<file path="src/hdl/avf_pkg.sv">
// ----------------------------------------------------------------------------
// avf_pkg
// Shared types, widths and reset values of the altitude/velocity fusion block.
// ----------------------------------------------------------------------------
package avf_pkg;

    localparam int unsigned CfgIdxW  = 3;
    localparam int unsigned CfgDataW = 31;

    localparam int unsigned MulAW    = 35;
    localparam int unsigned MulBW    = 20;
    localparam int unsigned ProdW    = MulAW + MulBW;

    localparam logic [16:0] BlendRst    = 17'd65339;
    localparam logic [18:0] GainRst     = 19'd65536;
    localparam logic [30:0] DeadbandRst = 31'd2621;
    localparam logic [16:0] LeakRst     = 17'd65208;

    // input beat kinds
    localparam logic ActAccel    = 1'b0;
    localparam logic ActAltitude = 1'b1;

    typedef enum logic [CfgIdxW-1:0] {
        CFG_BLEND    = 3'd0,
        CFG_GAIN     = 3'd1,
        CFG_DEADBAND = 3'd2,
        CFG_LEAK     = 3'd3
    } t_cfg_idx;

    typedef struct packed {
        logic [16:0] altitude_blend;
        logic [18:0] velocity_gain;
        logic [30:0] accel_deadband;
        logic [16:0] velocity_leak;
    } t_cfg;

endpackage

</file>
<file path="src/hdl/avf_mul.sv">
// ----------------------------------------------------------------------------
// avf_mul
// Shared signed multiplier with a registered product.
// ----------------------------------------------------------------------------
module avf_mul (
    input  logic                                 i_clk,
    input  logic signed [avf_pkg::MulAW-1:0]     i_a,
    input  logic signed [avf_pkg::MulBW-1:0]     i_b,
    output logic signed [avf_pkg::ProdW-1:0]     o_prod
);

    logic signed [avf_pkg::ProdW-1:0] r_prod;

    always_ff @(posedge i_clk) begin
        r_prod <= i_a * i_b;
    end

    assign o_prod = r_prod;

endmodule

</file>
<file path="config.mk">
export PLATFORM = sky130hd
export DESIGN_NAME = avf_mul
export DESIGN_NICKNAME = d
export VERILOG_FILES = /design/src/hdl/avf_pkg.sv /design/src/hdl/avf_mul.sv
export SDC_FILE = /design/constraint.sdc
export NUM_CORES = 2
export LEC_CHECK = 0
export ABC_AREA = 1
export BUFFER_PORTS_ARGS = -buffer_cell sky130_fd_sc_hd__buf_2
export CORE_UTILIZATION = 45
export DETAILED_ROUTE_END_ITERATION = 7
export PLACE_DENSITY_LB_ADDON = 0.25
export SYNTH_ARGS = -nofsm -noshare
export SYNTH_HDL_FRONTEND = slang
export SYNTH_SLANG_ARGS = --single-unit
</file>
<file path="constraint.sdc">
create_clock -name i_clk -period 16.81 [get_ports i_clk]
set_input_delay 2.5215 -clock i_clk [delete_from_list [all_inputs] [get_ports i_clk]]
set_output_delay 2.5215 -clock i_clk [all_outputs]
set_load 0.03 [all_outputs]
</file>
==> out/results.ini <==
[status]
status=finished, final reports clean

[sta]
finalSetupViolCount=0
maxSlewViolCount=0
tns_ns=0
slew_headroom=0.346
hold_violations=0
rsz0062_at_grt=no
post-route-min-period_ns=8.73
fmax_ghz=0.115
worst_pin_slew_ns=0.982
post-route-period-util=0.519

[min_path]
min_path_type=input port to flip-flop
holdPathEnd=o_prod[0]
hold_depth=3
min_from=i_a[0]

[critical_path]
crit_type=input port to flip-flop
cp_max_fo=35
cp-end-kind=flip-flop
worstPathRequired_ns=17.03
cp.arrival_ns=8.95
start_kind=input port

[clock_tree]
root_buffer=clkbuf_16
cts_tree=yes
clock_sinks=55
ctsLongestPathBuffers=2
cts_setup_buffers=0
numCtsBuffers=5
htreeDepth=2
postCtsHoldBufs=0
ctsResizeCount=0
clkTransAtPathRegs_ns=0.08

[placed_design]
place.gp.congestion=0.951
port_buffers=110
dp_hpwl_mm=60.8

[synthesis]
synth_top_cell_area_share=0.490
yosysTopAreaCell=fa_1
synth_top_family_by_area=adder cells
asyncSetResetFlopFracSynth=0
ys_seq_area_frac=0.0391
ys_ff_latch=55
yosys.area_share.simple=0.187
yosysWarnings=0
netlist_top_cells_area=fa_1, inv_1, nand2_1
netlist_instances=3773
ys.flop_type=dfxtp_1
muxShareOfSynthArea=0
synth_edf_count=0
synth_xor_area_frac=0.0112
syn_avg_cell_area_sq_um=7.46
syn-num-nets=4656
synthAdderAreaFrac=0.551
syn_area_sq_um=28200
synth_compound_area_frac=0.0148
ys_types=32

[die]
die_h_microns=252
rows=91
die_w_microns=252
start_util=0.456
dieArea_sq_um=63600
ios=111
core_area_sq_um=61800

[grt]
grt_pass1_wl_mm=120
overflow=0
first_global_vias=22900
antenna_found_initial=1
grt_max_degree=37
grt.total_usage=0.240

[route]
drt_wl_total_mm=71.2
vias_per_cell=4.63
postRouteAntennaNets=0
drtIter0Drc=1076
drc=0
avgRoutedWirePerCell_microns=15.5
drt_pass1_iterations=5
vias=21200

[final_layout]
largest_reg_flops=55
mostFrequentLayoutCell=inv_1
final_cell_mix=inv_1, nand2_1, fa_1
drive_gt1_frac=0.0523
final_nets=4633
syn2layout_area_growth_pct=4.50

[job]
drv_cap=0

-- Yosys cell counts (7+ instances only) --
master	n
a21oi_1	41
clkbuf_1	149
dfxtp_1	55
fa_1	690
ha_1	137
inv_1	1317
inv_2	8
nand2_1	1053
nand2_2	16
nand3_1	58
nand3_2	7
nand4_1	17
nor2_1	103
nor2_2	19
nor2_4	7
nor3_1	8
o21ai_0	15
o21bai_1	10
xor2_1	30
-- worst max-delay path, stage by stage --
cell and delay (ns):
buf_2 0.34, nand2_1 0.16, inv_1 0.11, fa_1 0.59, inv_1 0.13, fa_1 0.56, inv_1 0.06, fa_1 0.69
inv_1 0.25, fa_1 0.53, inv_1 0.05, fa_1 0.48, fa_1 0.48, inv_1 0.05, fa_1 0.49, inv_1 0.04
ha_1 0.41, nand2_1 0.10, nor2_1 0.19, nand2_1 0.12, inv_1 0.09, nand2_1 0.07, nor3_1 0.13, nand2_1 0.11
nand4_1 0.10, nand2_1 0.06
-- metrics by stage --
step	utilization	instance area (sq um)	setup WS, ns	hold WS (ns)	std cells
final	0.476	29400	8.08	2.66	4589
after floorplan	-	28200	8.38	2.81	3773
after detailed placement	0.473	29300	7.71	2.95	4580
after CTS	0.476	29400	8.04	2.65	4588
after global placement	0.473	29300	7.78	2.95	4580
after global routing	0.476	29400	7.56	2.67	4589
-- worst max path at each step --
stage / from / end / slack [ns]
global route: i_b[2] / o_prod[47] / 7.56
finish: i_b[2] / o_prod[46] / 8.08
global placement: i_b[2] / o_prod[46] / 7.78
CTS: i_b[2] / o_prod[46] / 8.04
detailed placement: i_b[2] / o_prod[46] / 7.71
floorplan: i_b[6] / o_prod[54] / 8.38
-- layout make-up --
cell class | count | area (sq um)
flip-flops and latches | 55 | 1100
clock buffers | 5 | 125
inverters | 1327 | 4980
repair buffers | 119 | 618
multi-input cells | 2242 | 21500
well taps | 837 | 1050
clock inverters | 3 | 33.8
fillers | 6323 | 32400
diodes | 1 | 2.50
-- layer usage --
layer	wire length, microns	global-route usage	vias up
met5	0	0	-
met4	1520	0.0507	0
met3	2810	0.0186	86
met2	36900	0.442	459
met1	30000	0.305	10500
li1	-	-	10200
-- logic make-up after synthesis --
| logic type | after synthesis |
|---|---|
| AOI/OAI and AO/OA | 74 |
| DFF | 55 |
| xor gates and xnor gates | 36 |
| adders and majority gates | 827 |
| buffers and inverters | 1476 |
| and+or+nand+nor | 1305 |
Power is not shown: default switching activity piles up to over one toggle a cycle in this logic, so the estimate is an artifact.
