[config.mk]
export PLATFORM = sky130hd
export DESIGN_NAME = avf_cfg_regs
export DESIGN_NICKNAME = d
export VERILOG_FILES = /design/src/hdl/avf_pkg.sv /design/src/hdl/avf_cfg_regs.sv
export SDC_FILE = /design/constraint.sdc
export NUM_CORES = 1
export LEC_CHECK = 0
export BUFFER_PORTS_ARGS = -buffer_cell sky130_fd_sc_hd__buf_2
export CORE_MARGIN = 1.5
export CORE_UTILIZATION = 53
export CTS_CLUSTER_DIAMETER = 60
export CTS_CLUSTER_SIZE = 12
export DETAILED_ROUTE_END_ITERATION = 12
export PLACE_DENSITY = 0.86
export SLEW_MARGIN = 20
export SYNTH_ARGS = -nofsm -noshare
export SYNTH_HDL_FRONTEND = slang
export SYNTH_SLANG_ARGS = --single-unit
export TNS_END_PERCENT = 10
[constraint.sdc]
create_clock -name i_clk -period 4.2 [get_ports i_clk]
set_clock_uncertainty 0.2 [all_clocks]
set_input_delay 0.84 -clock i_clk [delete_from_list [all_inputs] [get_ports i_clk]]
set_output_delay 0.84 -clock i_clk [all_outputs]
set_load 0.01 [all_outputs]
[src/hdl/avf_pkg.sv]
// ----------------------------------------------------------------------------
// avf_pkg
// Shared types, widths and reset values of the altitude/velocity fusion block.
// ----------------------------------------------------------------------------
package avf_pkg;

    localparam int unsigned CfgIdxW  = 3;
    localparam int unsigned CfgDataW = 31;

    localparam int unsigned MulAW    = 35;
    localparam int unsigned MulBW    = 20;
    localparam int unsigned ProdW    = MulAW + MulBW;

    localparam logic [16:0] BlendRst    = 17'd65339;
    localparam logic [18:0] GainRst     = 19'd65536;
    localparam logic [30:0] DeadbandRst = 31'd2621;
    localparam logic [16:0] LeakRst     = 17'd65208;

    // input beat kinds
    localparam logic ActAccel    = 1'b0;
    localparam logic ActAltitude = 1'b1;

    typedef enum logic [CfgIdxW-1:0] {
        CFG_BLEND    = 3'd0,
        CFG_GAIN     = 3'd1,
        CFG_DEADBAND = 3'd2,
        CFG_LEAK     = 3'd3
    } t_cfg_idx;

    typedef struct packed {
        logic [16:0] altitude_blend;
        logic [18:0] velocity_gain;
        logic [30:0] accel_deadband;
        logic [16:0] velocity_leak;
    } t_cfg;

endpackage

[src/hdl/avf_cfg_regs.sv]
// ----------------------------------------------------------------------------
// avf_cfg_regs
// Configuration register file: indexed writes, out-of-range indexes dropped.
// ----------------------------------------------------------------------------
module avf_cfg_regs (
    input  logic                              i_clk,
    input  logic                              i_rst_n,
    input  logic                              i_wr_en,
    input  logic [avf_pkg::CfgIdxW-1:0]       i_index,
    input  logic [avf_pkg::CfgDataW-1:0]      i_data,
    output avf_pkg::t_cfg                     o_cfg
);

    avf_pkg::t_cfg r_cfg;

    always_ff @(posedge i_clk) begin
        if (!i_rst_n) begin
            r_cfg.altitude_blend <= avf_pkg::BlendRst;
            r_cfg.velocity_gain  <= avf_pkg::GainRst;
            r_cfg.accel_deadband <= avf_pkg::DeadbandRst;
            r_cfg.velocity_leak  <= avf_pkg::LeakRst;
        end else if (i_wr_en) begin
            case (i_index)
                avf_pkg::CFG_BLEND:    r_cfg.altitude_blend <= i_data[16:0];
                avf_pkg::CFG_GAIN:     r_cfg.velocity_gain  <= i_data[18:0];
                avf_pkg::CFG_DEADBAND: r_cfg.accel_deadband <= i_data[30:0];
                avf_pkg::CFG_LEAK:     r_cfg.velocity_leak  <= i_data[16:0];
                default: ;
            endcase
        end
    end

    assign o_cfg = r_cfg;

endmodule

==> results of run 1 <==
stage by stage:
stage | setup WS (ps) | util
finish | 1900 | 0.686
global route | 1820 | 0.686
CTS | 1880 | 0.686
detailed placement | 1540 | 0.655
global placement | 1660 | 0.655
floorplan | 2260 | -
metal layers:
layer	vias up	wire length, um
met2	80	3480
met3	6	484
li1	1296	-
met5	-	0
met1	1209	3130
met4	0	74
cells in the final DEF, fill, tap and decap left out:
cell,count
clkinv_2,3
mux2i_1,84
clkbuf_1,2
and4bb_2,2
dfxtp_1,84
nor4b_2,1
buf_2,119
nand2_1,83
clkbuf_8,9
nand4b_1,1
or4b_4,1
nor2b_1,48
nand4bb_1,1
bufinv_16,1
buf_4,2
and4b_2,1
clkinvlp_4,1
critical path, delay by kind of cell:
| family | cells | cell delay, ps |
|---|---|---|
| buf+inv | 1 | 130 |
| mux | 1 | 430 |
| simple gates | 1 | 920 |
cell families after synthesis:
family	synth area share
muxes	0.251
DFF	0.503
and+or+nand+nor	0.207
buffers and inverters	0.0389
path summary, 6_finish.rpt:
kind | startpoint | endpoint | slack, ps | depth (start not counted)
worst max-delay path | i_index[2] | o_cfg[31]$_SDFFE_PN0P_ | 1900 | 3
worst min-delay path | o_cfg[46]$_SDFFE_PN0P_ | o_cfg[46]$_SDFFE_PN0P_ | 250 | 2
worst max register to register | o_cfg[20]$_SDFFE_PN1P_ | o_cfg[20]$_SDFFE_PN1P_ | 3320 | 2
worst min register to register | o_cfg[46]$_SDFFE_PN0P_ | o_cfg[46]$_SDFFE_PN0P_ | 250 | 2
power breakdown:
part	switching, uW	total, uW	leakage [uW]	internal, uW
clock	265	538	0.0000931	272
sequential	8.46	822	0.000681	814
combinational	69.1	124	0.00113	54.8
cell type report:
cell class                      count  area share
Tap cell                           75      0.0228
Multi-Input combinational cell    222       0.374
Clock inverter                      5      0.0128
Timing Repair Buffer              121       0.149
Sequential cell                    84       0.409
Clock buffer                       11      0.0320
==> impl_metrics.py, run 1 <==
metrics = {
    "place": {
        "place.gp.congestion": 0.781,
        "place_area_mm2": 0.00392,
        "dp_hpwl_um": 5090,
        "dp.cells": 502,
        "port-buffer-count": 120,
    },
    "synth": {
        "synth.avg_cell_area_um2": 10.1,
        "synth-edff-count": 0,
        "syn_area_mm2": 0.00334,
        "yosys_warnings": 0,
        "async_flop_share": 0,
        "yosysSeqAreaShare": 0.503,
        "ys.flop_type": "dfxtp_1",
        "synth_top_area_frac": 0.503,
        "ys_top_cells_by_area": "dfxtp_1, mux2i_1, nand2_1, nor2b_1, clkbuf_1",
        "netlist_top_cells_count": "dfxtp_1, mux2i_1, nand2_1, nor2b_1, clkbuf_1",
        "synth_cells": 330,
        "syn_nets": 367,
        "synth_top_area_cell": "dfxtp_1",
        "synth_seq_cells": 84,
        "yosysUniqueCellTypes": 15,
    },
    "route": {
        "drc": 0,
        "first_pass_iters": 4,
        "viasPerCell": 5.00,
        "routed_wl_um": 7160,
        "wire_per_inst_um": 13.8,
        "vias": 2591,
        "drt_iter0_drc": 91,
        "antenna_left": 0,
    },
    "critical_path": {
        "crit_chain": "buf_2 > nand4bb_1 > mux2i_1",
        "cp_slowest_cell": "nand4bb_1",
        "endpoint_kind": "flop",
        "cpPeakStageDelay_ps": 920,
        "crit_type": "in -> reg",
        "startpoint_type": "primary input",
        "cp_max_fo": 14,
        "worstPathRequired_ps": 4240,
        "arrival_ps": 2340,
    },
    "hold_path": {
        "hold_path.class": "reg -> reg",
    },
    "timing": {
        "worstMarginPinSlew_ps": 1080,
        "finalSetupTns_ps": 0,
        "finalHoldViolations": 0,
        "min_period_ps": 2300,
        "drv_slew": 0,
        "max_slew_margin": 0.277,
        "finalSetupViolCount": 0,
        "fmax_mhz": 435,
        "whs_ps": 255,
        "rsz0062_at_grt": "no",
        "finalCritPeriodShare": 0.547,
    },
    "global_route": {
        "grt_use_total": 0.208,
        "antenna_found_initial": 0,
        "grt_max_degree": 132,
        "grt_overflow": 0,
        "first_global_vias": 2312,
        "top_usage_layer": "met2",
        "grt_pass1_wl_um": 10500,
        "met3_usage": 0.0659,
        "grt_use_met2": 0.346,
        "met1_usage": 0.250,
    },
    "floorplan": {
        "coreArea_mm2": 0.00599,
        "ios": 121,
        "dieArea_mm2": 0.00679,
        "die_x_um": 82.4,
        "row_count": 28,
        "initial_core_util": 0.558,
        "fp.dieH_um": 82.4,
    },
    "run_status": {
        "run_status": "finished clean",
    },
    "cts": {
        "h-tree-depth": 3,
        "cts_tree": "yes",
        "cts.sinks": 84,
        "clock_path_buffers": 2,
        "cts_buffers": 9,
        "clkTransAtPathRegs_ps": 80,
        "cts_hold_buf": 0,
        "cts_root_buffer": "clkbuf_8",
        "cts_resized": 0,
        "clkLatencyLatePin_ps": 330,
        "postCtsSetupRepairBufs": 0,
    },
    "job": {
        "maxCapViolCount": 0,
    },
    "layout": {
        "fillers": 472,
        "seq_area_mm2": 0.00168,
        "drive_above_1_share": 0.316,
        "design_area_mm2": 0.00411,
        "largest_reg_flops": 84,
        "syn2layout_area_growth_pct": 22.9,
        "multiInputGateArea_mm2": 0.00154,
        "diodes": 0,
        "instances_no_fill": 518,
        "final_nets": 475,
    },
    "power_and_ir_drop": {
        "power_density_mw_per_mm2": 361,
        "p_total_uw": 1480,
        "p_leak_uw": 0.00191,
        "vdd_ir_drop_max_mv": 0.244,
    },
}
Power figures use the tool's default switching activity.
==> inputs of run 2 (changes only) <==
--- a/config.mk
+++ b/config.mk
@@ -5,13 +5,14 @@
 export SDC_FILE = /design/constraint.sdc
 export NUM_CORES = 1
 export LEC_CHECK = 0
+export ABC_AREA = 1
 export BUFFER_PORTS_ARGS = -buffer_cell sky130_fd_sc_hd__buf_2
 export CORE_MARGIN = 1.5
-export CORE_UTILIZATION = 53
+export CORE_UTILIZATION = 44
 export CTS_CLUSTER_DIAMETER = 60
 export CTS_CLUSTER_SIZE = 12
 export DETAILED_ROUTE_END_ITERATION = 12
-export PLACE_DENSITY = 0.86
+export PLACE_DENSITY = 0.76
 export SLEW_MARGIN = 20
 export SYNTH_ARGS = -nofsm -noshare
 export SYNTH_HDL_FRONTEND = slang
==> constraint.sdc (replaced) <==
create_clock -name i_clk -period 1.9 [get_ports i_clk]
set_clock_uncertainty 0.2 [all_clocks]
set_input_delay 0.38 -clock i_clk [delete_from_list [all_inputs] [get_ports i_clk]]
set_output_delay 0.38 -clock i_clk [all_outputs]
set_load 0.01 [all_outputs]
==> run 2 against run 1 <==
Net effect:
- critical path depth decreased by 2
- cell count increased by 31%
- first-iteration DRC count increased by 120%
- total power increased by 130%
- area after synthesis decreased by 0.41%
- register-to-register slack got worse by 2200 ps
- synthesized cell count increased by 42%
- count of clock-buffer cells in the layout decreased by 2
- sequential power increased by 130%
- largest cell class unchanged
- wire length increased by 21%
- critical endpoint is now o_cfg[82]
- via count increased by 27%
==> impl_metrics.py, run 2 <==
metrics = {
    "cts": {
        "clkTransAtPathRegs_ps": 100,
        "clock_path_buffers": 2,
        "postCtsSetupRepairBufs": 0,
        "cts_hold_buf": 0,
        "cts_resized": 0,
        "cts_buffers": 9,
        "cts_tree": "yes",
        "clkLatencyLatePin_ps": 340,
        "h-tree-depth": 3,
        "cts.sinks": 84,
        "cts_root_buffer": "clkbuf_8",
    },
    "layout": {
        "drive_above_1_share": 0.258,
        "largest_reg_flops": 84,
        "final_cell_mix": "buf_2, nand2_1, nor2_1",
        "diodes": 0,
        "final_nets": 614,
        "syn2layout_area_growth_pct": 25.5,
        "layout_commonest_cell": "buf_2",
    },
    "synth": {
        "ys.flop_type": "dfxtp_1",
        "synth_compound_area_frac": 0.00601,
        "synthSimpleGateAreaFrac": 0.404,
        "synth_seq_cells": 84,
        "synth.most_common_cell": "nand2_1",
        "yosysSeqAreaShare": 0.505,
        "netlist_top_cells_count": "nand2_1, nor2_1, nand3_1, dfxtp_1, inv_1",
        "synth_top_area_cell": "dfxtp_1",
        "ys_top_cells_by_area": "dfxtp_1, nand3_1, nand2_1, nor2_1, inv_1",
        "yosys.area_share.adder": 0,
        "async_flop_share": 0,
        "synth-edff-count": 0,
        "yosys_warnings": 0,
        "synthXorXnorAreaFrac": 0,
        "synthMuxAreaShare": 0,
        "synth.avg_cell_area_um2": 7.13,
        "syn_area_mm2": 0.00333,
        "synth_top_area_frac": 0.505,
        "yosysUniqueCellTypes": 14,
        "synth_top_family_by_area": "simple AND/OR/NAND/NOR gates",
        "syn_nets": 504,
        "synth_cells": 467,
    },
    "timing": {
        "min_period_ps": 1440,
        "rsz0062_at_grt": "no",
        "finalCritPeriodShare": 0.759,
        "drv_slew": 0,
        "fmax_mhz": 693,
        "finalHoldViolations": 0,
        "worstMarginPinSlew_ps": 482,
        "finalSetupTns_ps": 0,
        "max_slew_margin": 0.678,
        "finalSetupViolCount": 0,
    },
    "route": {
        "viasPerCell": 4.82,
        "drc": 0,
        "drt_iter0_drc": 197,
        "routed_wl_um": 8680,
        "first_pass_iters": 4,
        "vias": 3285,
        "wire_per_inst_um": 12.7,
        "antenna_left": 0,
    },
    "place": {
        "dp_hpwl_um": 6040,
        "place.gp.congestion": 0.826,
        "port-buffer-count": 120,
    },
    "power_and_ir_drop": {
        "vdd_ir_drop_max_mv": 0.496,
        "p_leak_uw": 0.00215,
        "power_density_mw_per_mm2": 823,
        "p_total_uw": 3440,
    },
    "run_status": {
        "run_status": "finished clean",
    },
    "critical_path": {
        "rrSetupSlack_ps": 1090,
        "endpoint_kind": "primary output",
        "crit_chain": "buf_2",
        "cp_max_fo": 2,
        "cp_slowest_cell": "dfxtp_1",
        "worstPathRequired_ps": 1320,
        "startpoint": "o_cfg[82]$_SDFFE_PN1P_",
        "cpPeakStageDelay_ps": 370,
        "r2r-start": "o_cfg[82]$_SDFFE_PN1P_",
        "crit_type": "reg -> out",
        "r2r-end": "o_cfg[82]$_SDFFE_PN1P_",
        "cp-endpoint": "o_cfg[82]",
        "path_buf_inv": 1,
        "startpoint_type": "flop",
        "crit_cells": 1,
        "cp_top_family": "flip-flops",
        "rr_worst_depth": 2,
        "arrival_ps": 860,
    },
    "global_route": {
        "grt_use_total": 0.219,
        "grt_overflow": 0,
        "first_global_vias": 2944,
        "antenna_found_initial": 0,
        "grt_max_degree": 85,
        "grt_pass1_wl_um": 14500,
    },
    "floorplan": {
        "die_x_um": 90.0,
        "row_count": 31,
        "coreArea_mm2": 0.00729,
        "fp.dieH_um": 90.0,
        "ios": 121,
        "dieArea_mm2": 0.00810,
        "initial_core_util": 0.457,
    },
    "job": {
        "maxCapViolCount": 0,
    },
    "hold_path": {
        "hold_path.class": "in -> reg",
    },
}
## run 2: worst min-delay path by stage
stage | start | end | slack, ps | depth (start not counted)
finish | i_data[7] | o_cfg[7]$_SDFFE_PN1P_ | 50 | 3
global route | i_data[16] | o_cfg[64]$_SDFFE_PN1P_ | 50 | 3
CTS | i_data[2] | o_cfg[19]$_SDFFE_PN1P_ | 40 | 3
detailed placement | o_cfg[71]$_SDFFE_PN1P_ | o_cfg[71]$_SDFFE_PN1P_ | 240 | 2
global placement | o_cfg[67]$_SDFFE_PN1P_ | o_cfg[67]$_SDFFE_PN1P_ | 240 | 2
floorplan | o_cfg[10]$_SDFFE_PN1P_ | o_cfg[10]$_SDFFE_PN1P_ | 290 | 2
## run 2: layout make-up
cell class / instances / area, um2
fill: 738 / 3110
tap: 99 / 124
timing repair buffer: 127 / 691
clock inverter: 7 / 60.1
clock buffer: 9 / 124
multi-input combinational: 319 / 1360
sequential: 84 / 1680
inverter: 36 / 135
## run 2: routing by layer
layer	track usage	share of wire	wire, um
met1	0.305	0.47	4100
met5	0	0	0
met4	0.0648	0.0044	38
met2	0.344	0.44	3860
met3	0.0457	0.078	677
## run 2: cells by family (layout without fill, tap and decap cells)
logic type | after synthesis | in the layout
and+or+nand+nor | 315 | 315
DFF | 84 | 84
buffers and inverters | 64 | 179
AOI/OAI and AO/OA | 4 | 4
## run 2: per-stage QoR
step                      instance area [um2]  instances   util  hold slack, ps  setup slack (ps)
after floorplan                          3330        467      -             289               550
after detailed placement                 4000        665  0.548             242               208
after global placement                   4000        665  0.548             237               285
final                                    4180        681  0.573            53.8               457
after CTS                                4180        681  0.573            37.2               434
after global routing                     4180        681  0.573            50.5               406
## run 2: power by group
group          switching (uW)  internal (uW)  total [uW]
sequential               31.6           1820        1850
clock                     680            496        1180
combinational             258            152         410
