## src/hdl/avf_pkg.sv

```systemverilog
// ----------------------------------------------------------------------------
// avf_pkg
// Shared types, widths and reset values of the altitude/velocity fusion block.
// ----------------------------------------------------------------------------
package avf_pkg;

    localparam int unsigned CfgIdxW  = 3;
    localparam int unsigned CfgDataW = 31;

    localparam int unsigned MulAW    = 35;
    localparam int unsigned MulBW    = 20;
    localparam int unsigned ProdW    = MulAW + MulBW;

    localparam logic [16:0] BlendRst    = 17'd65339;
    localparam logic [18:0] GainRst     = 19'd65536;
    localparam logic [30:0] DeadbandRst = 31'd2621;
    localparam logic [16:0] LeakRst     = 17'd65208;

    // input beat kinds
    localparam logic ActAccel    = 1'b0;
    localparam logic ActAltitude = 1'b1;

    typedef enum logic [CfgIdxW-1:0] {
        CFG_BLEND    = 3'd0,
        CFG_GAIN     = 3'd1,
        CFG_DEADBAND = 3'd2,
        CFG_LEAK     = 3'd3
    } t_cfg_idx;

    typedef struct packed {
        logic [16:0] altitude_blend;
        logic [18:0] velocity_gain;
        logic [30:0] accel_deadband;
        logic [16:0] velocity_leak;
    } t_cfg;

endpackage

```

## src/hdl/avf_if.sv

```systemverilog
// ----------------------------------------------------------------------------
// avf_in_if / avf_out_if
// Valid/ready channels for sample beats and result beats.
// ----------------------------------------------------------------------------
interface avf_in_if;
    logic               valid;
    logic               ready;
    logic               action;
    logic signed [31:0] sample_value;
    logic        [15:0] time_step;

    modport source (output valid, action, sample_value, time_step, input ready);
    modport sink   (input valid, action, sample_value, time_step, output ready);
endinterface

interface avf_out_if;
    logic               valid;
    logic               ready;
    logic signed [31:0] fused_alt;
    logic signed [31:0] vertical_speed;

    modport source (output valid, fused_alt, vertical_speed, input ready);
    modport sink   (input valid, fused_alt, vertical_speed, output ready);
endinterface

```

## src/hdl/avf_core.sv

```systemverilog
// ----------------------------------------------------------------------------
// avf_core
// Sequencer and state of the filter; drives the shared multiplier.
// ----------------------------------------------------------------------------
module avf_core (
    input  logic                                 i_clk,
    input  logic                                 i_rst_n,
    input  avf_pkg::t_cfg                        i_cfg,
    avf_in_if.sink                               i_sample,
    avf_out_if.source                            o_result,
    output logic signed [avf_pkg::MulAW-1:0]     o_mul_a,
    output logic signed [avf_pkg::MulBW-1:0]     o_mul_b,
    input  logic signed [avf_pkg::ProdW-1:0]     i_prod
);

    typedef enum logic [3:0] {
        S_IDLE, S_A_DB, S_A_M1, S_A_V1, S_A_M2, S_A_V2,
        S_B_M1, S_B_M2, S_B_F, S_B_T, S_B_M4, S_B_Z, S_DONE
    } t_state;

    // round to nearest, ties away from zero, drop 16 fraction bits
    function automatic logic signed [40:0] qround(input logic signed [55:0] x);
        logic [55:0] mag;
        logic [55:0] sum;
        logic [40:0] r;
        mag = x[55] ? 56'(-x) : 56'(x);
        sum = mag + 56'd32768;
        r   = {1'b0, sum[55:16]};
        return x[55] ? 41'(-r) : r;
    endfunction

    function automatic logic signed [31:0] sat32(input logic signed [41:0] x);
        if (x > 42'sd2147483647) begin
            return 32'sh7fffffff;
        end else if (x < -42'sd2147483648) begin
            return 32'sh80000000;
        end
        return x[31:0];
    endfunction

    t_state                   r_state;
    logic                     r_act;
    logic signed [31:0]       r_smp;
    logic        [15:0]       r_dt;
    logic signed [34:0]       r_opnd;
    logic signed [54:0]       r_acc;
    logic signed [31:0]       r_filt;
    logic signed [34:0]       r_t;
    logic signed [31:0]       r_alt;
    logic signed [31:0]       r_vel;
    logic                     r_out_valid;
    logic signed [31:0]       r_out_alt;
    logic signed [31:0]       r_out_vel;

    logic signed [32:0]       w_mag;
    logic signed [32:0]       w_th;
    logic signed [34:0]       w_shrunk;
    logic        [16:0]       w_blend;
    logic        [16:0]       w_blend_c;
    logic signed [40:0]       w_q_prod;
    logic signed [40:0]       w_q_sum;
    logic signed [41:0]       w_v_sum;
    logic signed [41:0]       w_z_sum;
    logic                     w_accept;

    assign w_accept = i_sample.valid && i_sample.ready;

    // deadband: shrink toward zero, zero inside the band
    assign w_mag = r_smp[31] ? -{r_smp[31], r_smp} : {r_smp[31], r_smp};
    assign w_th  = {2'b00, i_cfg.accel_deadband};
    always_comb begin
        if (w_mag < w_th) begin
            w_shrunk = '0;
        end else if (!r_smp[31]) begin
            w_shrunk = 35'(r_smp) - 35'(w_th);
        end else begin
            w_shrunk = 35'(r_smp) + 35'(w_th);
        end
    end

    assign w_blend   = i_cfg.altitude_blend[16] ? 17'h10000 : i_cfg.altitude_blend;
    assign w_blend_c = 17'h10000 - w_blend;

    assign w_q_prod = qround(56'(i_prod));
    assign w_q_sum  = qround(56'(r_acc) + 56'(i_prod));
    assign w_v_sum  = 42'(r_vel) + 42'(w_q_prod);
    assign w_z_sum  = 42'(r_filt) + 42'(w_q_prod);

    // multiplier operand select
    always_comb begin
        o_mul_a = '0;
        o_mul_b = '0;
        case (r_state)
            S_A_M1: begin
                o_mul_a = r_opnd;
                o_mul_b = 20'({4'b0, r_dt});
            end
            S_A_M2: begin
                o_mul_a = 35'(r_vel);
                o_mul_b = 20'({3'b0, i_cfg.velocity_leak});
            end
            S_B_M1: begin
                if (r_alt == '0) begin
                    o_mul_a = 35'(r_vel);
                    o_mul_b = 20'({1'b0, i_cfg.velocity_gain});
                end else begin
                    o_mul_a = 35'(r_alt);
                    o_mul_b = 20'({3'b0, w_blend});
                end
            end
            S_B_M2: begin
                o_mul_a = 35'(r_smp);
                o_mul_b = 20'({3'b0, w_blend_c});
            end
            S_B_F: begin
                o_mul_a = 35'(r_vel);
                o_mul_b = 20'({1'b0, i_cfg.velocity_gain});
            end
            S_B_M4: begin
                o_mul_a = r_t;
                o_mul_b = 20'({4'b0, r_dt});
            end
            default: ;
        endcase
    end

    always_ff @(posedge i_clk) begin
        if (!i_rst_n) begin
            r_state     <= S_IDLE;
            r_alt       <= '0;
            r_vel       <= '0;
            r_out_valid <= 1'b0;
        end else begin
            // the done step reloads the output register itself
            if (r_out_valid && o_result.ready && r_state != S_DONE) begin
                r_out_valid <= 1'b0;
            end
            case (r_state)
                S_IDLE: begin
                    if (w_accept) begin
                        r_act   <= i_sample.action;
                        r_smp   <= i_sample.sample_value;
                        r_dt    <= i_sample.time_step;
                        r_state <= (i_sample.action == avf_pkg::ActAltitude) ?
                                   S_B_M1 : S_A_DB;
                    end
                end
                S_A_DB: begin
                    r_opnd  <= w_shrunk;
                    r_state <= S_A_M1;
                end
                S_A_M1: r_state <= S_A_V1;
                S_A_V1: begin
                    r_vel   <= sat32(w_v_sum);
                    r_state <= S_A_M2;
                end
                S_A_M2: r_state <= S_A_V2;
                S_A_V2: begin
                    r_vel   <= sat32(42'(w_q_prod));
                    r_state <= S_DONE;
                end
                S_B_M1: begin
                    // load the reading directly while the stored altitude is zero
                    if (r_alt == '0) begin
                        r_filt  <= r_smp;
                        r_state <= S_B_T;
                    end else begin
                        r_state <= S_B_M2;
                    end
                end
                S_B_M2: begin
                    r_acc   <= i_prod;
                    r_state <= S_B_F;
                end
                S_B_F: begin
                    r_filt  <= w_q_sum[31:0];
                    r_state <= S_B_T;
                end
                S_B_T: begin
                    r_t     <= w_q_prod[34:0];
                    r_state <= S_B_M4;
                end
                S_B_M4: r_state <= S_B_Z;
                S_B_Z: begin
                    r_alt   <= sat32(w_z_sum);
                    r_state <= S_DONE;
                end
                S_DONE: begin
                    // hold until the output register is free
                    if (!r_out_valid || o_result.ready) begin
                        r_out_valid <= 1'b1;
                        r_out_alt   <= r_alt;
                        r_out_vel   <= r_vel;
                        r_state     <= S_IDLE;
                    end
                end
                default: r_state <= S_IDLE;
            endcase
        end
    end

    assign i_sample.ready          = (r_state == S_IDLE);
    assign o_result.valid          = r_out_valid;
    assign o_result.fused_alt      = r_out_alt;
    assign o_result.vertical_speed = r_out_vel;

    a_out_from_done: assert property (@(posedge i_clk) disable iff (!i_rst_n)
        $rose(r_out_valid) |-> $past(r_state == S_DONE))
        else $error("result beat raised outside the done step");

    a_accept_busy: assert property (@(posedge i_clk) disable iff (!i_rst_n)
        w_accept |=> (r_state != S_IDLE))
        else $error("sequencer did not start on an accepted beat");

    a_alt_hold: assert property (@(posedge i_clk) disable iff (!i_rst_n)
        (r_state != S_B_Z) |=> $stable(r_alt))
        else $error("altitude changed outside its update step");

    a_vel_hold: assert property (@(posedge i_clk) disable iff (!i_rst_n)
        (r_state != S_A_V1 && r_state != S_A_V2) |=> $stable(r_vel))
        else $error("velocity changed outside its update steps");

    a_path_kind: assert property (@(posedge i_clk) disable iff (!i_rst_n)
        (r_state == S_B_Z || r_state == S_B_T) |-> (r_act == avf_pkg::ActAltitude))
        else $error("altitude step entered for an acceleration beat");

endmodule

```

## src/flat_wrapper.sv

```systemverilog
// flat-port wrapper written by rule: the top's interface ports become plain ports
module avf_core_flat 
  (i_clk, i_rst_n, i_cfg, o_mul_a, o_mul_b, i_prod, i_sample_valid, i_sample_action, i_sample_sample_value, i_sample_time_step, i_sample_ready, o_result_valid, o_result_fused_alt, o_result_vertical_speed, o_result_ready);
  avf_in_if i_sample_i ();
  avf_out_if o_result_i ();
  input  logic i_clk;
  input  logic i_rst_n;
  input  avf_pkg::t_cfg i_cfg;
  output logic signed [avf_pkg::MulAW-1:0] o_mul_a;
  output logic signed [avf_pkg::MulBW-1:0] o_mul_b;
  input  logic signed [avf_pkg::ProdW-1:0] i_prod;
  input wire logic [$bits(i_sample_i.valid)-1:0] i_sample_valid;
  input wire logic [$bits(i_sample_i.action)-1:0] i_sample_action;
  input wire logic [$bits(i_sample_i.sample_value)-1:0] i_sample_sample_value;
  input wire logic [$bits(i_sample_i.time_step)-1:0] i_sample_time_step;
  output wire logic [$bits(i_sample_i.ready)-1:0] i_sample_ready;
  output wire logic [$bits(o_result_i.valid)-1:0] o_result_valid;
  output wire logic [$bits(o_result_i.fused_alt)-1:0] o_result_fused_alt;
  output wire logic [$bits(o_result_i.vertical_speed)-1:0] o_result_vertical_speed;
  input wire logic [$bits(o_result_i.ready)-1:0] o_result_ready;
  assign i_sample_i.valid = i_sample_valid;
  assign i_sample_i.action = i_sample_action;
  assign i_sample_i.sample_value = i_sample_sample_value;
  assign i_sample_i.time_step = i_sample_time_step;
  assign i_sample_ready = i_sample_i.ready;
  assign o_result_valid = o_result_i.valid;
  assign o_result_fused_alt = o_result_i.fused_alt;
  assign o_result_vertical_speed = o_result_i.vertical_speed;
  assign o_result_i.ready = o_result_ready;
  avf_core u_core (.i_clk(i_clk), .i_rst_n(i_rst_n), .i_cfg(i_cfg), .i_sample(i_sample_i), .o_result(o_result_i), .o_mul_a(o_mul_a), .o_mul_b(o_mul_b), .i_prod(i_prod));
endmodule
```

## config.mk

```make
export PLATFORM = sky130hd
export DESIGN_NAME = avf_core_flat
export DESIGN_NICKNAME = d
export VERILOG_FILES = /design/src/hdl/avf_pkg.sv /design/src/hdl/avf_if.sv /design/src/hdl/avf_core.sv /design/src/flat_wrapper.sv
export SDC_FILE = /design/constraint.sdc
export NUM_CORES = 1
export LEC_CHECK = 0
export BUFFER_PORTS_ARGS = -buffer_cell sky130_fd_sc_hd__buf_2
export CAP_MARGIN = 20
export CORE_MARGIN = 1.5
export CORE_UTILIZATION = 45
export DETAILED_ROUTE_END_ITERATION = 10
export HOLD_SLACK_MARGIN = 0.05
export SYNTH_ARGS = -nofsm -noshare
export SYNTH_HDL_FRONTEND = slang
export SYNTH_SLANG_ARGS = --single-unit
export TNS_END_PERCENT = 100
```

## constraint.sdc

```tcl
create_clock -name i_clk -period 32.7 [get_ports i_clk]
set_clock_uncertainty 0.2 [all_clocks]
set_input_delay 6.54 -clock i_clk [delete_from_list [all_inputs] [get_ports i_clk]]
set_output_delay 6.54 -clock i_clk [all_outputs]
set_load 0.01 [all_outputs]
```

==> flow_metrics.py <==
metrics = {
    "run_status": {
        "status": "complete, no violations",
    },
    "routing": {
        "dr.pass1.iters": 9,
        "viasPerCell": 6.18,
        "ant_nets": 0,
        "num_vias": 30800,
        "wirelength_um": 112000,
        "dr.first_iter.drc_count": 2953,
        "post_drt_wl_per_cell_um": 22.4,
        "drc": 0,
    },
    "run": {
        "maxCapViolCount": 0,
    },
    "clocking": {
        "cts_root_buf": "clkbuf_16",
        "clk_pin_slew_ps": 60,
        "cts-resized-gates": 0,
        "cts_sinks": 336,
        "cts_buffers": 41,
        "cts_setup_buffers": 0,
        "h-tree-depth": 2,
        "worstSkewPairLatency_ps": 590,
        "ctsHoldBuffers": 0,
        "cts_tree": "yes",
        "cts_buffer_depth": 3,
    },
    "final_layout": {
        "fillers": 6749,
        "seq_area_sq_um": 9400,
        "drive_gt1_share_pct": 13.3,
        "multi_input_area_sq_um": 21300,
        "nets": 4413,
        "syn_to_final_growth_pct": 12.0,
        "num_antenna_cells": 0,
    },
    "timing": {
        "setup-violations-final": 0,
        "period_minus_slack_ps": 15870,
        "grt_setup_unrepaired": "no",
        "post-route-period-util_pct": 48.5,
        "hold_slack_ps": 310,
        "setup_ws_ps": 16830,
        "slew_viol_final": 0,
        "setup_tns_ps": 0,
        "slew_headroom_pct": 14.6,
        "max_freq_ghz": 0.0630,
        "tightest_slew_ps": 1270,
        "final_hold_viol_count": 0,
    },
    "power_and_ir_drop": {
        "power.density_nw_per_um2": 51.3,
        "peakVddDrop_mv": 0.0381,
        "leakagePower_nw": 13.6,
    },
    "logic_synthesis": {
        "synth_fa_ha_area_share_pct": 8.40,
        "synth_area_sq_um": 31800,
        "synth-simple-area-share_pct": 22.7,
        "synth-main-ff-cell": "edfxtp_1",
        "yosys_register_bits": 336,
        "synth_top_family_by_area": "compound AO/OA/AOI/OAI gates",
        "avgSynthCellArea_sq_um": 8.38,
        "ys_async_sr_fraction_pct": 0,
        "syn-instance-count": 3794,
        "synthesis.nets": 4197,
        "synth_compound_area_share_pct": 25.1,
        "synth_mux_area_share_pct": 1.03,
        "synth_edf_count": 267,
        "synth-seq-area-share_pct": 29.6,
        "ys_types": 105,
        "ys_warn_count": 0,
        "synth_xor_area_share_pct": 9.52,
    },
    "place": {
        "dpl_worst_slack_ps": 16510,
        "io_buffers": 311,
        "hpwlAfterDp_um": 87700,
        "gp_congestion": 0.958,
    },
    "worst_hold_path": {
        "worstHoldPathCells": 0,
        "worstHoldPathType": "reg -> reg",
    },
    "critical_path": {
        "critPathLaunch": "i_cfg[69]",
        "rr_endpoint": "u_core.r_filt[23]",
        "crit_type": "in -> out",
        "reg2reg_setup_slack_ps": 24190,
        "r2r_cells": 22,
        "cp-start-kind": "input port",
        "path_max_fanout": 5,
        "arrival_ps": 9130,
        "critPathCapture": "o_mul_b[15]",
        "required_ps": 25960,
        "crit-reg2reg-launch": "u_core.r_acc[5]",
        "endpoint_kind": "primary output",
    },
    "floorplanning": {
        "core_sq_um": 70000,
        "fp.dieW_um": 269,
        "floorplan.die_area_sq_um": 72300,
        "initial_core_util_pct": 45.4,
        "die_h_um": 269,
        "ios": 313,
        "placement_rows": 97,
    },
    "global_routing": {
        "grt_max_degree": 65,
        "antenna_found_initial": 0,
        "grt_pass1_vias": 28100,
        "grt_pass1_wl_um": 167000,
        "grtUsageTotal_pct": 30.0,
        "grt_overflow": 0,
    },
}
[stage by stage]
step / cells / power, W / cell area (sq um) / util [%]
finish: 4981 / 0.00183 / 35600 / 50.9
global route: 4981 / 0.00193 / 35600 / 50.9
CTS: 4980 / 0.00183 / 35600 / 50.8
detailed placement: 4906 / 0.00136 / 34200 / 48.9
global placement: 4906 / 0.00136 / 34200 / 48.9
floorplan: 3794 / 0.00110 / 31800 / -
[power by group]
group | internal, W | total [W] | switching, W
sequential | 0.000515 | 0.000563 | 0.0000477
clock | 0.000268 | 0.000464 | 0.000196
combinational | 0.000309 | 0.000798 | 0.000489
total | 0.00109 | 0.00183 | 0.000733
[final cells by class]
cell class / count / area share, %
Multi-Input combinational cell: 3156 / 59.8
Sequential cell: 336 / 26.4
Timing Repair Buffer: 364 / 5.51
Tap cell: 940 / 3.30
Clock buffer: 54 / 3.25
Inverter: 111 / 1.17
Clock inverter: 20 / 0.555
[worst max-delay path, stage by stage]
cell     delay (ps)
buf_2           130
or3_1           410
or3_1           370
or3_1           390
nor4_1          390
nand2_1         160
nor3_1          250
a21o_1          150
a21oi_1          60
o21ai_0         130
buf_2           150
[cells in the mapped netlist, types with 13 or more instances]
library cell,n,share of area (%)
nand2_1,354,4.2
edfxtp_1,267,25
xnor2_1,260,7.2
o21ai_0,257,4.0
nor2_1,244,2.9
a21oi_1,223,3.5
ha_1,207,8.1
clkbuf_1,168,2.0
nand3_1,128,2.0
nor3_1,114,1.8
inv_1,111,1.3
xor2_1,83,2.3
a21o_1,80,1.9
dfxtp_1,69,4.3
or3_1,68,1.3
a31oi_1,61,1.2
nand4_1,60,1.2
nand2b_1,59,1.2
o211ai_1,58,1.4
o21a_1,56,1.3
and2_1,51,1.0
nor4_1,51,1.0
and3_1,50,0.98
a222oi_1,47,1.5
nor2b_1,47,0.92
o31ai_1,44,1.0
a22oi_1,40,0.94
or2_2,40,0.79
o22ai_1,35,0.69
a211oi_1,32,0.76
mux2i_1,25,0.79
o21ai_1,25,0.39
or4_1,25,0.59
o21bai_1,24,0.57
a211o_1,18,0.50
o41ai_1,17,0.47
and4_1,14,0.39
a21boi_0,13,0.31
[layer usage]
metal	vias up	share of wire, %	GRT usage (%)	wire length [um]
met5	-	0	0	0
met2	1061	47	50.5	52500
li1	14900	-	-	-
met1	14600	43	38.7	47500
met4	0	4.9	13.5	5460
met3	194	5.7	3.19	6360
[flip-flops by register name, summed over array words and instances, names as in the netlist]
name and cells:
u_core.r_acc 55, u_core.r_t 35, u_core.r_opnd 33, u_core.o_result.fused_alt 32, u_core.o_result.vertical_speed 32, u_core.r_alt 32
u_core.r_filt 32, u_core.r_smp 32, u_core.r_vel 32, u_core.r_dt 16, u_core.r_state 4, u_core.o_result.valid 1
[cell usage in the layout (no fill, tap or decap), types with 60 or more instances in the layout]
cell type	n
nand2_1	354
buf_2	310
edfxtp_1	267
xnor2_1	260
o21ai_0	257
nor2_1	237
a21oi_1	223
ha_1	207
nand3_1	128
inv_1	111
nor3_1	109
xor2_1	83
a21o_1	80
dfxtp_1	69
or3_1	68
a31oi_1	61
nand4_1	60
[worst min-delay path by stage]
stage | startpoint | slack, ps | end
6_report | u_core.r_alt[6] | 310 | u_core.o_result.fused_alt[6]
5_1_grt | u_core.r_vel[6] | 330 | u_core.o_result.vertical_speed[6]
4_1_cts | u_core.r_alt[6] | 310 | u_core.o_result.fused_alt[6]
3_5_place_dp | u_core.r_alt[6] | 290 | u_core.o_result.fused_alt[6]
3_3_place_gp | u_core.r_alt[6] | 290 | u_core.o_result.fused_alt[6]
2_1_floorplan | u_core.r_alt[31] | 240 | u_core.o_result.fused_alt[31]
[cells by family (layout without fill, tap and decap cells)]
| group | after synthesis | in the layout |
|---|---|---|
| and+or+nand+nor | 1385 | 1385 |
| adders and majority gates | 211 | 211 |
| DFF | 336 | 336 |
| muxes | 32 | 32 |
| AOI/OAI and AO/OA | 1183 | 1183 |
| xor gates and xnor gates | 344 | 344 |
| other | 1 | 1 |
| buffers and inverters | 302 | 549 |
(Power assumes the default switching activity.)
